[src/tcw_div.sv]
`timescale 1ns / 1ps
module tcw_div (
    input  logic        i_clk,
    input  logic        i_rst_n,
    input  logic        i_start,
    input  logic [15:0] i_dividend,
    input  logic [8:0]  i_divisor,
    output logic        o_busy,
    output logic [15:0] o_quotient,
    output logic [8:0]  o_remainder
);
    logic        r_busy;
    logic [4:0]  r_cnt;
    logic [15:0] r_quo;
    logic [8:0]  r_rem;
    logic [8:0]  r_dvs;
    logic [9:0]  n_shift;
    logic [10:0] n_trial;

    // one quotient bit per cycle, restoring
    always_comb begin
        n_shift = {r_rem, r_quo[15]};
        n_trial = {1'b0, n_shift} - {2'b00, r_dvs};
    end

    always_ff @(posedge i_clk) begin
        if (!i_rst_n) begin
            r_busy <= 1'b0;
            r_cnt  <= 5'd0;
        end else if (i_start) begin
            r_busy <= 1'b1;
            r_cnt  <= 5'd0;
            r_quo  <= i_dividend;
            r_rem  <= 9'd0;
            r_dvs  <= i_divisor;
        end else if (r_busy) begin
            if (n_trial[10]) begin
                r_rem <= n_shift[8:0];
                r_quo <= {r_quo[14:0], 1'b0};
            end else begin
                r_rem <= n_trial[8:0];
                r_quo <= {r_quo[14:0], 1'b1};
            end
            r_cnt <= r_cnt + 5'd1;
            if (r_cnt == 5'd15) begin
                r_busy <= 1'b0;
            end
        end
    end

    assign o_busy      = r_busy;
    assign o_quotient  = r_quo;
    assign o_remainder = r_rem;
endmodule

[config.mk]
export PLATFORM = sky130hd
export DESIGN_NAME = tcw_div
export DESIGN_NICKNAME = d
export VERILOG_FILES = /design/src/tcw_div.sv
export SDC_FILE = /design/constraint.sdc
export NUM_CORES = 1
export LEC_CHECK = 0
export BUFFER_PORTS_ARGS = -buffer_cell sky130_fd_sc_hd__buf_2
export CORE_MARGIN = 5
export CORE_UTILIZATION = 47
export DETAILED_ROUTE_END_ITERATION = 7
export GPL_TIMING_DRIVEN = 0
export PLACE_DENSITY_LB_ADDON = 0.25
export SETUP_SLACK_MARGIN = 0.02
export SLEW_MARGIN = 20
export SYNTH_ARGS = -nofsm -noshare
export SYNTH_HDL_FRONTEND = slang
export SYNTH_SLANG_ARGS = --single-unit
[constraint.sdc]
create_clock -name i_clk -period 1.97 [get_ports i_clk]
set_input_delay 0.197 -clock i_clk [delete_from_list [all_inputs] [get_ports i_clk]]
set_output_delay 0.197 -clock i_clk [all_outputs]
set_load 0.01 [all_outputs]
==> results.py, run 1 <==
metrics = {
    "cts": {
        "cts_max_level": 2,
        "tritoncts": "built",
        "hold_buffers": 0,
        "cts_buffer_depth": 2,
        "insertion_delay_ns": 0.29,
        "cts_made_buffers": 5,
        "clk_pin_slew_worst_paths_ns": 0.08,
        "cts_num_sinks": 40,
        "clockRootBuffer": "clkbuf_8",
    },
    "min_path": {
        "hp-class": "input pin to flip-flop",
        "hp-start": "i_divisor[4]",
    },
    "placed_design": {
        "pre_cts_slack_ns": -0.293,
        "place_inst": 263,
        "dpl.hpwl_um": 2870,
        "numPortBuffers": 52,
        "place_area_um2": 2330,
        "place_congestion": 0.729,
    },
    "cells_and_area": {
        "diodes": 0,
        "fillCellCount": 333,
        "final_nets": 264,
        "drive_gt1_frac": 0.413,
        "syn_to_final_growth_pct": 26.2,
        "postLayoutCellArea_um2": 2520,
        "fin_cells": 275,
    },
    "sta": {
        "fin_skew_ns": 0.00876,
        "maxSlewViolCount": 0,
        "fmax_ghz": 0.452,
        "fin_crit_sh": 1.12,
        "fin_ws_ns": -0.245,
        "hold_viol_final": 0,
        "rsz0062_at_grt": "true",
        "finalSetupViolations": 10,
        "hold_ws_ns": 0.0752,
        "worst_pin_slew_ns": 0.618,
        "timing.slew.headroom": 0.588,
        "post-route-min-period_ns": 2.21,
    },
    "floorplanning": {
        "die_w_um": 75.2,
        "rows": 23,
        "dieHeight_um": 75.2,
        "start_util": 0.493,
        "top_level_ports": 54,
        "die_area_um2": 5660,
        "coreArea_um2": 4060,
    },
    "worst_setup_path": {
        "worstSetupPathType": "flip-flop to flip-flop",
        "startpoint": "o_quotient[15]$_DFFE_PP_",
        "critPathArrivalTime_ns": 2.25,
        "r2r_slack_ns": -0.24,
        "r2r_start": "o_quotient[15]$_DFFE_PP_",
        "crit_chain": "inv_1, ha_2, inv_2, fa_2, a211oi_2, o211a_4, o21ai_4, mux2_4",
        "start_kind": "flip-flop",
        "cpMaxStageDelayCell": "edfxtp_1",
        "max_stage_delay_ns": 0.39,
        "critPathMaxFanout": 5,
        "worstPathRequired_ns": 2.01,
        "endpoint_kind": "flip-flop",
    },
    "global_route": {
        "overflow": 0,
        "grt_pass1_vias": 1434,
        "grt_pass1_wl_um": 6470,
        "grt.total_usage": 0.154,
        "grt_antenna_before_repair": 0,
        "grt_max_degree": 27,
    },
    "route": {
        "viasPerCell": 5.24,
        "drt-initial-drc-count": 69,
        "drtAntennaViolNets": 0,
        "wl_per_cell_um": 14.6,
        "num_vias": 1442,
        "firstDrtPassIters": 4,
        "drc": 0,
        "finalWirelength_um": 4010,
    },
    "flow_run": {
        "drv_cap": 0,
    },
    "status": {
        "status": "finished with violations",
        "violations": "negative setup slack",
    },
    "synthesis": {
        "ys_warn_count": 0,
        "syn-num-nets": 201,
        "ys_seq_area_frac": 0.571,
        "syn-cell-area_um2": 2000,
        "synthCells": 161,
        "synth_area_per_cell_um2": 12.4,
        "synth_cell_types": 35,
        "synth-seq-cells": 40,
    },
    "pwr": {
        "ir_drop_v": 0.000557,
        "power.total_w": 0.00213,
        "p_leak_nw": 1.05,
        "power_per_cell_area_nw_per_um2": 844,
    },
}
critical path, delay by kind of cell, from the launching register on:
family / cells / cell delay, ns
DFF: 1 / 0.39
muxes: 1 / 0.29
AOI/OAI and AO/OA: 3 / 0.59
buffers and inverters: 2 / 0.13
adders and majority gates: 2 / 0.56
power breakdown:
group	internal (W)	total [W]	switching [W]
sequential	0.000993	0.00102	0.0000297
combinational	0.000210	0.000457	0.000247
clock	0.000369	0.000649	0.000281
layout by cell type, fill, tap and decap left out, types with 3 or more instances in the layout:
cell      synthesis  layout
o21ai_0           5       3
a211oi_1          5       3
inv_1            12      11
a21oi_1          11      10
xnor2_1           3       3
nor2_1            9       8
xor2_1            3       3
nand4_1           3       3
edfxtp_1         34      34
mux2_2           16      15
buf_2             0      52
ha_1             11      10
clkbuf_1          4       4
clkbuf_8          0       5
nand2_1          12      12
buf_4             0       3
dfxtp_1           6       6
path summary, 6_finish.rpt:
check / to / cells after the start
setup / recovery: o_quotient[0]$_DFFE_PP_ / 8
hold / removal: r_dvs[4]$_DFFE_PP_ / 1
setup reg to reg: o_quotient[0]$_DFFE_PP_ / 8
hold reg to reg: r_cnt[4]$_SDFFE_PP0P_ / 2
synth_stat cells (all sizes together):
master  count  area [µm²]
a22oi       1        7.51
a211oi      5        37.5
nand2      12        45.0
nor2b       1        6.26
xor2        3        26.3
mux2       16         180
nand4       3        18.8
and2        1        6.26
a21o        2        15.0
mux2i       1        10.0
o21a        4        31.3
or3b        1        8.76
ha         11         138
a21bo       1        10.0
inv        12        45.0
nand2b      1        6.26
nor2        9        33.8
o22ai       1        6.26
o21ai       6        33.8
nor3        2        10.0
a21oi      11        55.1
edfxtp     34        1020
nand3       2        10.0
fa          1        20.0
clkbuf      4        15.0
xnor2       3        26.3
and3        2        13.8
o31ai       1        7.51
o211ai      1        7.51
o211a       2        20.0
a21boi      1        7.51
dfxtp       6         120
per-stage QoR:
step | setup TNS [ns] | utilization
floorplan | -0.578 | -
global placement | -1.78 | 0.574
detailed placement | -2.00 | 0.574
CTS | -1.16 | 0.616
global route | -2.21 | 0.622
finish | -1.62 | 0.622
sequential cells by signal (all words and copies together) (netlist names):
| name | cells |
|---|---|
| o_quotient | 16 |
| o_remainder | 9 |
| r_dvs | 9 |
| r_cnt | 5 |
| o_busy | 1 |
cell families (layout without fill, tap and decap cells):
family | after synthesis | after routing | synth area share
adders and majority gates | 12 | 12 | 0.0788
DFF | 40 | 40 | 0.571
xor gates and xnor gates | 6 | 6 | 0.0263
buffers and inverters | 16 | 79 | 0.0300
and+or+nand+nor | 34 | 34 | 0.0795
AOI/OAI and AO/OA | 36 | 37 | 0.120
muxes | 17 | 17 | 0.0951
what timing repair did:
action | in CTS | in global routing
gates cloned | 1 | 0
setup buffers | 2 | 1
pin swaps | 6 | 7
resized for setup | 10 | 5
endpoints found under the setup margin | 35 | 10
per-layer routing:
layer | global-route usage | routed length [µm] | part of all wire
met3 | 0.0494 | 214 | 0.053
met1 | 0.203 | 1780 | 0.44
met4 | 0.0408 | 30 | 0.0075
met2 | 0.248 | 1990 | 0.50
met5 | 0 | 0 | 0
layout make-up:
cell class / count / area [µm²] / share of cell area
plain buffers: 4 / 15.0 / 0.00595
inverters: 12 / 45.0 / 0.0178
repair buffers: 55 / 283 / 0.112
multi-input cells: 106 / 871 / 0.345
well taps: 50 / 62.6 / 0.0248
flip-flops and latches: 40 / 1140 / 0.452
clock inverters: 3 / 37.5 / 0.0149
clock buffers: 5 / 68.8 / 0.0273
(Power assumes the default switching activity.)
==> run 2: changes to the inputs <==
--- a/config.mk
+++ b/config.mk
@@ -6,8 +6,8 @@
 export NUM_CORES = 1
 export LEC_CHECK = 0
 export BUFFER_PORTS_ARGS = -buffer_cell sky130_fd_sc_hd__buf_2
-export CORE_MARGIN = 5
-export CORE_UTILIZATION = 47
+export CORE_MARGIN = 4
+export CORE_UTILIZATION = 30
 export DETAILED_ROUTE_END_ITERATION = 7
 export GPL_TIMING_DRIVEN = 0
 export PLACE_DENSITY_LB_ADDON = 0.25
==> run 2 against run 1 <==
The run still ends with negative setup slack left. Cell area grew 1.5%. Worst hold slack got worse by 0.0032 ns. Critical path depth is the same. Sequential power about the same. Worst setup slack got worse by 0.011 ns. Combinational power is 4.6% higher. Fmax down 0.50%. Global-route usage decreased by 4.2 points. Sequential share of layout area shrank 0.68 points. First-iteration DRC count shrank 22%. Critical endpoint unchanged. Largest cell class unchanged. Largest power group unchanged.
==> results.py, run 2 (synthesis gave the netlist of run 1 again) <==
metrics = {
    "floorplanning": {
        "dieHeight_um": 89.6,
        "coreArea_um2": 6420,
        "die_w_um": 89.6,
        "rows": 29,
        "top_level_ports": 54,
        "start_util": 0.311,
        "die_area_um2": 8030,
    },
    "global_route": {
        "overflow": 0,
        "grt.total_usage": 0.112,
        "grt_max_degree": 27,
        "grt_antenna_before_repair": 0,
        "grt_pass1_vias": 1452,
        "grt_pass1_wl_um": 6760,
    },
    "cts": {
        "cts_max_level": 2,
        "cts_made_buffers": 5,
        "cts_num_sinks": 40,
        "clockRootBuffer": "clkbuf_8",
        "cts_buffer_depth": 2,
        "insertion_delay_ns": 0.29,
        "tritoncts": "built",
        "clk_pin_slew_worst_paths_ns": 0.08,
        "hold_buffers": 0,
    },
    "route": {
        "drc": 0,
        "wl_per_cell_um": 14.5,
        "firstDrtPassIters": 4,
        "drtAntennaViolNets": 0,
        "finalWirelength_um": 4390,
        "drt-initial-drc-count": 54,
        "viasPerCell": 4.85,
        "num_vias": 1475,
    },
    "sta": {
        "rsz0062_at_grt": "true",
        "setup_tns_ns": -1.85,
        "finalSetupViolations": 10,
        "hold_viol_final": 0,
        "fin_ws_ns": -0.256,
        "maxSlewViolCount": 0,
        "hold_ws_ns": 0.0720,
        "timing.slew.headroom": 0.574,
        "fmax_ghz": 0.449,
        "worst_pin_slew_ns": 0.638,
        "post-route-min-period_ns": 2.23,
        "fin_skew_ns": 0.0106,
        "fin_crit_sh": 1.13,
    },
    "worst_setup_path": {
        "worstPathRequired_ns": 2.02,
        "start_kind": "flip-flop",
        "endpoint_kind": "flip-flop",
        "critPathMaxFanout": 5,
        "r2r_slack_ns": -0.26,
        "worstSetupPathType": "flip-flop to flip-flop",
        "critPathArrivalTime_ns": 2.27,
    },
    "pwr": {
        "p_comb_frac": 0.234,
        "p_clk_frac": 0.265,
        "power.total_w": 0.00204,
        "p_seq_frac": 0.501,
        "sw_frac_of_total": 0.284,
        "p_sw_w": 0.000580,
        "ir_drop_v": 0.000206,
        "power_per_cell_area_nw_per_um2": 798,
        "p_int_w": 0.00146,
        "p_leak_nw": 1.05,
    },
    "flow_run": {
        "drv_cap": 0,
    },
    "placed_design": {
        "dpl.hpwl_um": 3100,
        "pre_cts_slack_ns": -0.298,
        "numPortBuffers": 52,
        "place_congestion": 0.757,
        "place_inst": 290,
    },
    "cells_and_area": {
        "drive_gt1_frac": 0.423,
        "fin_cells": 304,
        "syn_to_final_growth_pct": 28.2,
        "final_common_cell": "buf_2",
        "layout_common_cells": "52 x buf_2, 34 x edfxtp_1, 15 x mux2_2",
        "largest_reg_flops": 16,
        "diodes": 0,
        "final_nets": 266,
    },
    "min_path": {
        "hp-class": "input pin to flip-flop",
    },
    "status": {
        "violations": "negative setup slack",
        "status": "finished with violations",
    },
}
run 2: cell types whose count changed in the layout (fill, tap and decap cells not counted), sizes merged:
cell	before	now
clkbuf	9	10
buf	55	57
bufinv	1	0
clkinv	2	1
clkinvlp	0	1
run 2: layout make-up:
class / instances / area (µm²)
Multi-Input combinational cell: 106 / 875
Clock inverter: 2 / 12.5
Sequential cell: 40 / 1140
Inverter: 12 / 45.0
Tap cell: 77 / 96.3
Clock buffer: 6 / 72.6
Buffer: 4 / 15.0
Timing Repair Buffer: 57 / 305
Fill cell: 638 / 3860
run 2: critical path, stage by stage, from the launching register on:
cell      delay (ns)
edfxtp_1        0.40
inv_1           0.08
ha_2            0.19
inv_2           0.04
fa_2            0.36
a211oi_4        0.28
o211a_4         0.25
o21ai_4         0.09
mux2_4          0.29
run 2: stage by stage:
step	instance area, µm²	utilization
floorplan	2010	-
global placement	2360	0.368
detailed placement	2360	0.368
CTS	2540	0.396
global route	2560	0.399
finish	2560	0.399
run 2: power groups by stage:
stage | Clock, W | Sequential (W) | Combinational (W)
after CTS | 0.000567 | 0.00102 | 0.000474
after global routing | 0.000617 | 0.00103 | 0.000527
final | 0.000543 | 0.00102 | 0.000478
after detailed placement | 0 | 0.00104 | 0.000408
after global placement | 0 | 0.00104 | 0.000405
after floorplan | 0 | 0.00106 | 0.000262
run 2: final timing paths:
kind | from | to | cells after the start
max | o_quotient[15]$_DFFE_PP_ | o_quotient[0]$_DFFE_PP_ | 8
min | i_divisor[7] | r_dvs[7]$_DFFE_PP_ | 1
max reg2reg | o_quotient[15]$_DFFE_PP_ | o_quotient[0]$_DFFE_PP_ | 8
min reg2reg | r_cnt[4]$_SDFFE_PP0P_ | r_cnt[4]$_SDFFE_PP0P_ | 2
run 2: what timing repair did:
item / CTS / global route
gates cloned: 1 / 0
buffers inserted: 4 / 1
gates resized for setup: 14 / 3
setup endpoints to repair: 10 / 10
pin swaps: 7 / 9
run 2: layer usage:
metal	share of wire	routed length (µm)	vias to the layer above	GRT usage
met5	0	0	-	0
met2	0.51	2230	23	0.191
met4	0.013	59	0	0.0365
met1	0.44	1920	725	0.132
li1	-	-	722	-
met3	0.042	183	5	0.0383
